--- config.mk ---
export PLATFORM = sky130hd
export DESIGN_NAME = char_lcd_text_terminal
export DESIGN_NICKNAME = d
export VERILOG_FILES = /design/src/hw/rtl/cltt_pkg.sv /design/src/hw/rtl/char_lcd_text_terminal.sv /design/src/hw/rtl/cltt_front.sv /design/src/hw/rtl/cltt_queue.sv /design/src/hw/rtl/cltt_back.sv
export SDC_FILE = /design/constraint.sdc
export NUM_CORES = 1
export LEC_CHECK = 0
export BUFFER_PORTS_ARGS = -buffer_cell sky130_fd_sc_hd__buf_2
export CAP_MARGIN = 20
export CORE_MARGIN = 10
export CORE_UTILIZATION = 45
export CTS_BUF_LIST = sky130_fd_sc_hd__clkbuf_16
export DETAILED_ROUTE_END_ITERATION = 10
export GPL_ROUTABILITY_DRIVEN = 0
export PLACE_DENSITY = 0.71
export SYNTH_ARGS = -nofsm -noshare
export SYNTH_HDL_FRONTEND = slang
export SYNTH_SLANG_ARGS = --single-unit
--- constraint.sdc ---
create_clock -name i_clk -period 2.8 [get_ports i_clk]
set_input_delay 0.28 -clock i_clk [delete_from_list [all_inputs] [get_ports i_clk]]
set_output_delay 0.28 -clock i_clk [all_outputs]
set_load 0.01 [all_outputs]
--- src/hw/rtl/cltt_pkg.sv ---
// ----------------------------------------------------------------------------
// cltt_pkg: shared types and constants of the character LCD text terminal
// Request codes, classified operation codes and the queue entry format.
// ----------------------------------------------------------------------------
package cltt_pkg;

    // Request kinds on the input stream
    localparam logic [1:0] REQ_PRINT   = 2'd0;
    localparam logic [1:0] REQ_GOTO    = 2'd1;
    localparam logic [1:0] REQ_SHIFT_R = 2'd2;
    localparam logic [1:0] REQ_SHIFT_L = 2'd3;

    // Configuration register indexes
    localparam logic CFG_LINE_WIDTH = 1'b0;
    localparam logic CFG_TAB_WIDTH  = 1'b1;

    // Reset values of the configuration registers
    localparam logic [5:0] LINE_WIDTH_RST = 6'd16;
    localparam logic [3:0] TAB_WIDTH_RST  = 4'd4;

    // Default depth of the queue between front and back
    localparam int CLTT_QUEUE_DEPTH = 2;

    // Operations handed from the front to the back
    typedef enum logic [3:0] {
        OP_PUT,
        OP_TAB,
        OP_NEWLINE,
        OP_RETURN,
        OP_VTAB,
        OP_FORMFEED,
        OP_BACKSPACE,
        OP_GOTO,
        OP_SHIFT_R,
        OP_SHIFT_L
    } t_op;

    // One queue entry
    typedef struct packed {
        t_op        op;
        logic [7:0] ch;    // character for OP_PUT
        logic       row;   // target row for OP_GOTO, 0 top
        logic [5:0] col;   // target column for OP_GOTO
    } t_cmd;

endpackage

--- src/hw/rtl/char_lcd_text_terminal.sv ---
// ----------------------------------------------------------------------------
// char_lcd_text_terminal: two-line character LCD text terminal
// Turns print, go-to and shift requests into LCD bus bytes and tracks the
// cursor.
// ----------------------------------------------------------------------------
// A request passes through the intake stage and waits in a short
// queue (QUEUE_DEPTH entries) until the byte sequencer is free. The
// sequencer takes a command and then emits one bus byte per cycle while
// the output side is ready, 1 to 16 bytes; a backspace at column zero
// produces no transfer. Each output transfer carries one byte, tuser
// high for a data write and low for a command write, and tlast on the
// final byte of the request. Configuration writes go straight to the
// line and tab width registers and must be made while no request is in
// flight.
module char_lcd_text_terminal #(
    parameter int QUEUE_DEPTH = cltt_pkg::CLTT_QUEUE_DEPTH
) (
    input  logic        i_clk,
    input  logic        i_rst_n,
    input  logic        i_cfg_we,
    input  logic        i_cfg_idx,          // 0 line_width, 1 tab_width
    input  logic [5:0]  i_cfg_wdata,
    input  logic        i_s_axis_tvalid,
    output logic        o_s_axis_tready,
    input  logic [15:0] i_s_axis_tdata,     // char_code, target_row, target_col
    input  logic [1:0]  i_s_axis_tuser,     // req_type
    output logic        o_m_axis_tvalid,
    input  logic        i_m_axis_tready,
    output logic [7:0]  o_m_axis_tdata,     // lcd_byte
    output logic        o_m_axis_tuser,     // is_data
    output logic        o_m_axis_tlast      // last
);
    import cltt_pkg::*;

    logic w_f_valid, w_f_ready;
    t_cmd w_f_cmd;
    logic w_q_valid, w_q_ready;
    t_cmd w_q_cmd;

    cltt_front u_front (
        .i_clk           (i_clk),
        .i_rst_n         (i_rst_n),
        .i_s_axis_tvalid (i_s_axis_tvalid),
        .o_s_axis_tready (o_s_axis_tready),
        .i_s_axis_tdata  (i_s_axis_tdata),
        .i_s_axis_tuser  (i_s_axis_tuser),
        .o_cmd_valid     (w_f_valid),
        .i_cmd_ready     (w_f_ready),
        .o_cmd           (w_f_cmd)
    );

    cltt_queue #(
        .DEPTH (QUEUE_DEPTH)
    ) u_queue (
        .i_clk        (i_clk),
        .i_rst_n      (i_rst_n),
        .i_push_valid (w_f_valid),
        .o_push_ready (w_f_ready),
        .i_push_cmd   (w_f_cmd),
        .o_pop_valid  (w_q_valid),
        .i_pop_ready  (w_q_ready),
        .o_pop_cmd    (w_q_cmd)
    );

    cltt_back u_back (
        .i_clk           (i_clk),
        .i_rst_n         (i_rst_n),
        .i_cfg_we        (i_cfg_we),
        .i_cfg_idx       (i_cfg_idx),
        .i_cfg_wdata     (i_cfg_wdata),
        .i_cmd_valid     (w_q_valid),
        .o_cmd_ready     (w_q_ready),
        .i_cmd           (w_q_cmd),
        .o_m_axis_tvalid (o_m_axis_tvalid),
        .i_m_axis_tready (i_m_axis_tready),
        .o_m_axis_tdata  (o_m_axis_tdata),
        .o_m_axis_tuser  (o_m_axis_tuser),
        .o_m_axis_tlast  (o_m_axis_tlast)
    );

endmodule

--- src/hw/rtl/cltt_front.sv ---
// ----------------------------------------------------------------------------
// cltt_front: request intake and classification
// Accepts request transfers and turns each into one queue entry.
// ----------------------------------------------------------------------------
module cltt_front (
    input  logic          i_clk,
    input  logic          i_rst_n,
    input  logic          i_s_axis_tvalid,
    output logic          o_s_axis_tready,
    input  logic [15:0]   i_s_axis_tdata,   // char_code, target_row, target_col
    input  logic [1:0]    i_s_axis_tuser,   // req_type
    output logic          o_cmd_valid,
    input  logic          i_cmd_ready,
    output cltt_pkg::t_cmd o_cmd
);
    import cltt_pkg::*;

    // Terminal control characters
    localparam logic [7:0] CH_BACKSPACE = 8'h08;
    localparam logic [7:0] CH_TAB       = 8'h09;
    localparam logic [7:0] CH_NEWLINE   = 8'h0A;
    localparam logic [7:0] CH_VTAB      = 8'h0B;
    localparam logic [7:0] CH_FORMFEED  = 8'h0C;
    localparam logic [7:0] CH_RETURN    = 8'h0D;

    logic       r_valid;
    t_cmd       r_cmd;
    t_cmd       w_cls;
    logic [7:0] w_ch;
    logic [1:0] w_row;

    assign w_ch  = i_s_axis_tdata[7:0];
    assign w_row = i_s_axis_tdata[9:8];

    // Holding stage frees up when the queue takes the entry
    assign o_s_axis_tready = !r_valid || i_cmd_ready;
    assign o_cmd_valid     = r_valid;
    assign o_cmd           = r_cmd;

    // Classify the request
    always_comb begin
        w_cls.ch  = w_ch;
        w_cls.row = (w_row != 2'd1);
        w_cls.col = i_s_axis_tdata[15:10];
        case (i_s_axis_tuser)
            REQ_PRINT: begin
                case (w_ch)
                    CH_NEWLINE:   w_cls.op = OP_NEWLINE;
                    CH_RETURN:    w_cls.op = OP_RETURN;
                    CH_VTAB:      w_cls.op = OP_VTAB;
                    CH_FORMFEED:  w_cls.op = OP_FORMFEED;
                    CH_BACKSPACE: w_cls.op = OP_BACKSPACE;
                    CH_TAB:       w_cls.op = OP_TAB;
                    default:      w_cls.op = OP_PUT;
                endcase
            end
            REQ_GOTO:    w_cls.op = OP_GOTO;
            REQ_SHIFT_R: w_cls.op = OP_SHIFT_R;
            default:     w_cls.op = OP_SHIFT_L;
        endcase
    end

    // Holding register
    always_ff @(posedge i_clk) begin
        if (!i_rst_n) begin
            r_valid <= 1'b0;
        end else if (o_s_axis_tready) begin
            r_valid <= i_s_axis_tvalid;
        end
        if (i_s_axis_tvalid && o_s_axis_tready) begin
            r_cmd <= w_cls;
        end
    end

endmodule

--- src/hw/rtl/cltt_queue.sv ---
// ----------------------------------------------------------------------------
// cltt_queue: small command queue
// Register-based FIFO that decouples request intake from byte generation.
// ----------------------------------------------------------------------------
module cltt_queue #(
    parameter int DEPTH = cltt_pkg::CLTT_QUEUE_DEPTH   // 2 and up
) (
    input  logic           i_clk,
    input  logic           i_rst_n,
    input  logic           i_push_valid,
    output logic           o_push_ready,
    input  cltt_pkg::t_cmd i_push_cmd,
    output logic           o_pop_valid,
    input  logic           i_pop_ready,
    output cltt_pkg::t_cmd o_pop_cmd
);
    import cltt_pkg::*;

    localparam int PW = $clog2(DEPTH);
    localparam int CW = $clog2(DEPTH + 1);

    t_cmd          r_mem [DEPTH];
    logic [PW-1:0] r_wr_ptr;
    logic [PW-1:0] r_rd_ptr;
    logic [CW-1:0] r_count;
    logic          w_push;
    logic          w_pop;

    assign o_push_ready = (r_count != CW'(DEPTH));
    assign o_pop_valid  = (r_count != '0);
    assign o_pop_cmd    = r_mem[r_rd_ptr];
    assign w_push       = i_push_valid && o_push_ready;
    assign w_pop        = o_pop_valid && i_pop_ready;

    // Pointers and fill count
    always_ff @(posedge i_clk) begin
        if (!i_rst_n) begin
            r_wr_ptr <= '0;
            r_rd_ptr <= '0;
            r_count  <= '0;
        end else begin
            if (w_push) begin
                r_wr_ptr <= (r_wr_ptr == PW'(DEPTH - 1)) ? '0 : r_wr_ptr + 1'b1;
            end
            if (w_pop) begin
                r_rd_ptr <= (r_rd_ptr == PW'(DEPTH - 1)) ? '0 : r_rd_ptr + 1'b1;
            end
            case ({w_push, w_pop})
                2'b10:   r_count <= r_count + 1'b1;
                2'b01:   r_count <= r_count - 1'b1;
                default: r_count <= r_count;
            endcase
        end
    end

    // Storage
    always_ff @(posedge i_clk) begin
        if (w_push) begin
            r_mem[r_wr_ptr] <= i_push_cmd;
        end
    end

endmodule

--- src/hw/rtl/cltt_back.sv ---
// ----------------------------------------------------------------------------
// cltt_back: byte sequencer
// Owns the cursor and configuration, runs one command at a time and emits
// its bus bytes through the output register.
// ----------------------------------------------------------------------------
module cltt_back (
    input  logic           i_clk,
    input  logic           i_rst_n,
    input  logic           i_cfg_we,
    input  logic           i_cfg_idx,
    input  logic [5:0]     i_cfg_wdata,
    input  logic           i_cmd_valid,
    output logic           o_cmd_ready,
    input  cltt_pkg::t_cmd i_cmd,
    output logic           o_m_axis_tvalid,
    input  logic           i_m_axis_tready,
    output logic [7:0]     o_m_axis_tdata,   // lcd_byte
    output logic           o_m_axis_tuser,   // is_data
    output logic           o_m_axis_tlast
);
    import cltt_pkg::*;

    localparam logic [7:0] CMD_CLEAR    = 8'h01;
    localparam logic [7:0] CMD_SET_ADDR = 8'h80;
    localparam logic [7:0] ROW2_OFFSET  = 8'h40;
    localparam logic [7:0] CMD_SHIFT_R  = 8'h1C;
    localparam logic [7:0] CMD_SHIFT_L  = 8'h18;
    localparam logic [7:0] SPACE_CHAR   = 8'h20;
    localparam logic [5:0] LINE_MAX     = 6'd40;
    localparam logic [3:0] TAB_MAX      = 4'd8;

    typedef enum logic [2:0] {
        S_IDLE,
        S_ONE,
        S_BS_ADDR1,
        S_BS_SPACE,
        S_BS_ADDR2,
        S_PUT,
        S_WRAP
    } t_state;

    // Set-address command for a cursor position
    function automatic logic [7:0] addr_cmd(input logic row, input logic [5:0] col);
        addr_cmd = CMD_SET_ADDR + (row ? ROW2_OFFSET : 8'h00) + {2'b00, col};
    endfunction

    t_state     r_state, n_state;
    logic       r_row, n_row;
    logic [5:0] r_col, n_col;
    logic [5:0] r_line_width, n_line_width;
    logic [3:0] r_tab_width, n_tab_width;
    logic [7:0] r_ch, n_ch;
    logic [3:0] r_cnt, n_cnt;
    logic       r_m_valid, n_m_valid;
    logic [7:0] r_m_data, n_m_data;
    logic       r_m_user, n_m_user;
    logic       r_m_last, n_m_last;

    logic       w_out_free;
    logic [5:0] w_eff_lw;
    logic [3:0] w_eff_tw;
    logic [6:0] w_next_col;
    logic       w_wrap;
    logic       w_cnt_one;

    assign o_cmd_ready     = (r_state == S_IDLE);
    assign o_m_axis_tvalid = r_m_valid;
    assign o_m_axis_tdata  = r_m_data;
    assign o_m_axis_tuser  = r_m_user;
    assign o_m_axis_tlast  = r_m_last;

    // Clamped configuration and cursor advance
    assign w_eff_lw   = (r_line_width == '0) ? 6'd1 :
                        (r_line_width > LINE_MAX) ? LINE_MAX : r_line_width;
    assign w_eff_tw   = (r_tab_width == '0) ? 4'd1 :
                        (r_tab_width > TAB_MAX) ? TAB_MAX : r_tab_width;
    assign w_next_col = {1'b0, r_col} + 7'd1;
    assign w_wrap     = (w_next_col >= {1'b0, w_eff_lw});
    assign w_cnt_one  = (r_cnt == 4'd1);
    assign w_out_free = !r_m_valid || i_m_axis_tready;

    // Sequencer next state
    always_comb begin
        n_state      = r_state;
        n_row        = r_row;
        n_col        = r_col;
        n_ch         = r_ch;
        n_cnt        = r_cnt;
        n_m_valid    = r_m_valid;
        n_m_data     = r_m_data;
        n_m_user     = r_m_user;
        n_m_last     = r_m_last;
        n_line_width = r_line_width;
        n_tab_width  = r_tab_width;

        if (i_cfg_we) begin
            case (i_cfg_idx)
                CFG_LINE_WIDTH: n_line_width = i_cfg_wdata;
                default:        n_tab_width  = i_cfg_wdata[3:0];
            endcase
        end

        // Output register drains on a transfer
        if (r_m_valid && i_m_axis_tready) begin
            n_m_valid = 1'b0;
        end

        case (r_state)
            S_IDLE: begin
                if (i_cmd_valid) begin
                    n_state = S_ONE;
                    case (i_cmd.op)
                        OP_GOTO: begin
                            n_row = i_cmd.row;
                            n_col = i_cmd.col;
                            n_ch  = addr_cmd(i_cmd.row, i_cmd.col);
                        end
                        OP_NEWLINE: begin
                            n_row = ~r_row;
                            n_col = '0;
                            n_ch  = addr_cmd(~r_row, 6'd0);
                        end
                        OP_RETURN: begin
                            n_col = '0;
                            n_ch  = addr_cmd(r_row, 6'd0);
                        end
                        OP_VTAB: begin
                            n_row = ~r_row;
                            n_ch  = addr_cmd(~r_row, r_col);
                        end
                        OP_FORMFEED: begin
                            n_row = 1'b0;
                            n_col = '0;
                            n_ch  = CMD_CLEAR;
                        end
                        OP_SHIFT_R: n_ch = CMD_SHIFT_R;
                        OP_SHIFT_L: n_ch = CMD_SHIFT_L;
                        OP_BACKSPACE: begin
                            // nothing at all at column zero
                            if (r_col != '0) begin
                                n_col   = r_col - 6'd1;
                                n_state = S_BS_ADDR1;
                            end else begin
                                n_state = S_IDLE;
                            end
                        end
                        OP_TAB: begin
                            n_ch    = SPACE_CHAR;
                            n_cnt   = w_eff_tw;
                            n_state = S_PUT;
                        end
                        default: begin
                            n_ch    = i_cmd.ch;
                            n_cnt   = 4'd1;
                            n_state = S_PUT;
                        end
                    endcase
                end
            end
            S_ONE: begin
                if (w_out_free) begin
                    n_m_valid = 1'b1;
                    n_m_user  = 1'b0;
                    n_m_data  = r_ch;
                    n_m_last  = 1'b1;
                    n_state   = S_IDLE;
                end
            end
            S_BS_ADDR1: begin
                if (w_out_free) begin
                    n_m_valid = 1'b1;
                    n_m_user  = 1'b0;
                    n_m_data  = addr_cmd(r_row, r_col);
                    n_m_last  = 1'b0;
                    n_state   = S_BS_SPACE;
                end
            end
            S_BS_SPACE: begin
                if (w_out_free) begin
                    n_m_valid = 1'b1;
                    n_m_user  = 1'b1;
                    n_m_data  = SPACE_CHAR;
                    n_m_last  = 1'b0;
                    n_state   = S_BS_ADDR2;
                end
            end
            S_BS_ADDR2: begin
                if (w_out_free) begin
                    n_m_valid = 1'b1;
                    n_m_user  = 1'b0;
                    n_m_data  = addr_cmd(r_row, r_col);
                    n_m_last  = 1'b1;
                    n_state   = S_IDLE;
                end
            end
            S_PUT: begin
                // data byte, then advance the cursor
                if (w_out_free) begin
                    n_m_valid = 1'b1;
                    n_m_user  = 1'b1;
                    n_m_data  = r_ch;
                    n_m_last  = !w_wrap && w_cnt_one;
                    if (w_wrap) begin
                        n_col   = '0;
                        n_row   = ~r_row;
                        n_state = S_WRAP;
                    end else begin
                        n_col = w_next_col[5:0];
                        if (w_cnt_one) begin
                            n_state = S_IDLE;
                        end else begin
                            n_cnt = r_cnt - 4'd1;
                        end
                    end
                end
            end
            S_WRAP: begin
                // set-address after a wrap to the other row
                if (w_out_free) begin
                    n_m_valid = 1'b1;
                    n_m_user  = 1'b0;
                    n_m_data  = addr_cmd(r_row, r_col);
                    n_m_last  = w_cnt_one;
                    if (w_cnt_one) begin
                        n_state = S_IDLE;
                    end else begin
                        n_cnt   = r_cnt - 4'd1;
                        n_state = S_PUT;
                    end
                end
            end
            default: n_state = S_IDLE;
        endcase
    end

    // State, cursor, configuration and output register
    always_ff @(posedge i_clk) begin
        if (!i_rst_n) begin
            r_state      <= S_IDLE;
            r_row        <= 1'b0;
            r_col        <= '0;
            r_line_width <= LINE_WIDTH_RST;
            r_tab_width  <= TAB_WIDTH_RST;
            r_m_valid    <= 1'b0;
        end else begin
            r_state      <= n_state;
            r_row        <= n_row;
            r_col        <= n_col;
            r_line_width <= n_line_width;
            r_tab_width  <= n_tab_width;
            r_m_valid    <= n_m_valid;
        end
        r_ch     <= n_ch;
        r_cnt    <= n_cnt;
        r_m_data <= n_m_data;
        r_m_user <= n_m_user;
        r_m_last <= n_m_last;
    end

endmodule

==> summary.md <==
| Metric | Value |
|---|---|
| Setup ws final | `about 0.062 ns` |
| Total gr overflow | `0` |
| Buffers on Ports | `between 40 and 50` |
| Final hold viol count | `0` |
| Area grow syn2layout | `14.4%` |
| Root buf cell | `clkbuf_16` |
| Status | `complete, no violations` |
| Worst VDD drop | `around 0.5 mV` |
| Worst hold margin | `roughly 0.1 ns` |
| Final Skew | `about 0.0083 ns` |
| Antenna violations before repair | `0` |
| DR pass1 iterations | `5` |
| Clk sinks | `around 110` |
| Synth Net Count | `489` |
| Register area share after synthesis | `about 57%` |
| Io pins | `42` |
| WL final | `10.4 mm` |
| Mapped Cells | `between 400 and 500` |
| Placed inst area | `between 0.005 and 0.006 mm^2` |
| Tot GR Track Use | `around an eighth` |
| Top FF cell, synth | `edfxtp_1` |
| FILL cells | `approximately 970` |
| Max_cap viols | `0` |
| Post-synthesis register bit count | `106` |
| Syn Area/Cell | `between 10 and 15 um^2` |
| Tcrit/Tclk final | `around 98%` |
| DP HPWL | `about 7.6 mm` |
| Setup WS pre-CTS | `between 0.05 and 0.06 ns` |
| Relative slew slack | `44.1%` |
| Pleak | `approximately 2.1 nW` |
| Critical Path AT | `~2.8 ns` |
| Antenna diodes | `0` |
| Minimum clock period | `about 2.7 ns` |
| Iter 0 DRT Violations | `between 200 and 300` |
| # rows | `38` |
| Die height | `126 um` |
| DIE AREA | `0.0160 mm^2` |
| Pwr Density | `between 900 and 1000 mW/mm^2` |
| Post-CTS Hold Buffers | `0` |
| Hold Crit Class | `primary input to flip-flop` |
| Via count | `between 3000 and 4000` |
| Reg clk slew, reported paths | `0.08 ns` |
| Final Power | `around 0.0055 W` |
| Post-synth ARST share | `0%` |
| Share of layout cells above drive strength 1 | `between 10% and 20%` |
| TritonCTS Buffers | `9` |
| Clock tree from TritonCTS | `built` |
| Max Clk Rate | `between 0.3 and 0.4 GHz` |
| Number of synthesized flops with an enable pin | `a little under 80` |
| DIE WIDTH | `between 100 and 150 um` |
| CP Launch Type | `flip-flop` |
| Clk_lat worst skew | `0.35 ns` |
| Final Cell Area | `between 0.005 and 0.006 mm^2` |
| Starting Density | `a little under half` |
| Vias in the first global route | `roughly 3600` |
| Largest net degree at the start of global routing | `21` |
| Clk buf depth | `2` |
| Setup violators final | `0` |
| Post-synth cell types | `60` |
| Worst setup path category | `flip-flop to flip-flop` |
| Final nets | `approximately 540` |
| Slew @ Worst Pin | `0.838 ns` |
| H-tree levels | `3` |
| Vias/cell | `between 5 and 6` |
| Required @ worst endpoint | `2.84 ns` |
| DR WL/cell | `16.3 um` |
| Setup TNS | `0 ns` |
| Setup crit end kind | `flip-flop` |
| Final Max Slew Viols | `0` |
| Post-route ant nets | `0` |
| Global-route wire length before repair | `between 15 and 20 mm` |
| Syn Std Cell Area | `~0.005 mm^2` |
| Critical-path maximum fanout | `5` |
| Synthesis Warnings | `0` |
| Core area | `0.0109 mm^2` |
| Post-route DRC violation count | `0` |
==> final timing paths <==
kind / start / to / slack [ns] / cells past startpoint
worst max-delay path: u_back.r_col[0] / u_back.r_cnt[0] / 0.06 / 9
worst min-delay path: i_s_axis_tdata[15] / u_front.o_cmd[5] / 0.10 / 1
worst max register to register: u_back.r_col[0] / u_back.r_cnt[0] / 0.06 / 9
worst min register to register: u_front.o_cmd[4] / u_queue.r_mem[1][4] / 0.45 / 0
==> registers in the layout, summed over array words and instances, names as in the netlist, 2 cells and up, named ones only <==
| signal | cells |
|---|---|
| u_back.o_m_axis_tdata | 8 |
| u_back.r_ch | 8 |
| u_back.r_cnt | 4 |
| u_back.r_col | 6 |
| u_back.r_line_width | 6 |
| u_back.r_state | 3 |
| u_back.r_tab_width | 4 |
| u_front.o_cmd | 19 |
| u_queue.r_count | 2 |
| u_queue.r_mem | 38 |
==> worst max-delay path, stage by stage, from the launching register on <==
cell      delay (ns)
dfxtp_4         0.38
ha_2            0.20
nand3_2         0.13
xnor2_2         0.18
ha_1            0.32
a21o_1          0.17
a211oi_2        0.26
nand2_2         0.09
or4_4           0.50
a21oi_4         0.21
==> layer usage <==
metal,vias to the layer above,GRT usage (%),wire (um)
li1,1760,-,-
met1,1682,16.9,4640
met3,27,3.33,679
met5,-,0,0
met4,0,5.96,244
met2,143,20.0,4850
==> kinds of logic (layout without fill, tap and decap cells) <==
kind of cell,Yosys count,in the layout,share of synthesized area [%]
adder cells (fa/ha/maj),12,12,2.95
buffers and inverters,35,88,3.00
flip-flops,106,106,57.3
multiplexers,33,33,7.11
AO/OA/AOI/OAI,103,103,13.6
XOR/XNOR,15,15,2.58
AND/OR/NAND/NOR,143,143,13.5
==> power by group <==
part | leakage [nW] | switching, W | internal [W]
Combinational | 1.02 | 0.00115 | 0.000793
Clock | 0.145 | 0.000595 | 0.000626
Sequential | 0.965 | 0.000198 | 0.00209
Total | 2.13 | 0.00195 | 0.00351
==> final cells by class <==
| cell class | instances | area (um^2) | area share [%] |
|---|---|---|---|
| inverters | 14 | 52.6 | 0.903 |
| clock inverters | 7 | 62.6 | 1.08 |
| clock buffers | 9 | 225 | 3.87 |
| repair buffers | 58 | 333 | 5.72 |
| well taps | 140 | 175 | 3.01 |
| multi-input cells | 306 | 2050 | 35.3 |
| flip-flops and latches | 106 | 2920 | 50.1 |
==> synthesized netlist by cell type, types with 4 or more instances <==
| cell | instances | area share [%] |
|---|---|---|
| nand3_1 | 16 | 1.6 |
| nor2_1 | 43 | 3.2 |
| nor2b_1 | 5 | 0.62 |
| mux2_2 | 5 | 1.1 |
| xnor2_1 | 9 | 1.5 |
| xor2_1 | 6 | 1.0 |
| nor3_1 | 10 | 0.98 |
| a31oi_1 | 7 | 0.86 |
| o21ai_1 | 6 | 0.59 |
| nand2_1 | 37 | 2.7 |
| buf_2 | 5 | 0.49 |
| o22ai_1 | 4 | 0.49 |
| a21oi_1 | 28 | 2.8 |
| clkbuf_1 | 13 | 0.96 |
| o21ai_0 | 22 | 2.2 |
| and2_1 | 4 | 0.49 |
| inv_1 | 14 | 1.0 |
| nand4_1 | 5 | 0.62 |
| or3_1 | 4 | 0.49 |
| dfxtp_1 | 27 | 11 |
| edfxtp_1 | 79 | 47 |
| mux2i_1 | 26 | 5.1 |
| a32o_1 | 5 | 0.98 |
| ha_1 | 12 | 3.0 |
==> through the flow <==
stage / util (%) / std cells
2_1_floorplan: - / 447
3_3_place_gp: 50.2 / 623
3_5_place_dp: 50.2 / 623
4_1_cts: 52.9 / 639
5_1_grt: 53.2 / 640
6_report: 53.2 / 640
==> cell usage in the layout, fill, tap and decap left out, types with 2 or more instances in the layout <==
cell type	n
o311a_1	2
mux2_2	5
dfxtp_1	26
nand3b_1	3
or3_1	4
nor2b_1	5
nor2_1	43
nand2_1	36
o221ai_1	2
a21oi_1	27
nand4_1	5
o22ai_1	4
and2_1	4
o22a_1	3
buf_2	41
inv_8	2
o21bai_1	2
mux2i_1	26
mux2i_4	2
nor4_1	3
nand3_1	15
xnor2_1	8
xor2_1	6
a31oi_1	7
o21ai_1	6
nor3_1	10
edfxtp_1	79
o21ai_0	22
clkbuf_16	9
nand2b_1	3
o21a_1	3
inv_1	14
ha_1	11
a32o_1	5
a21o_1	3
inv_6	3
nand4b_1	2
a22o_1	2
buf_4	17
==> timing repair <==
action / 4_1_cts / 5_1_grt
setup buffers: 0 / 1
endpoints found under the setup margin: 0 / 4
resized for setup: 0 / 6
No activity file was read; power rests on OpenSTA's default activity.
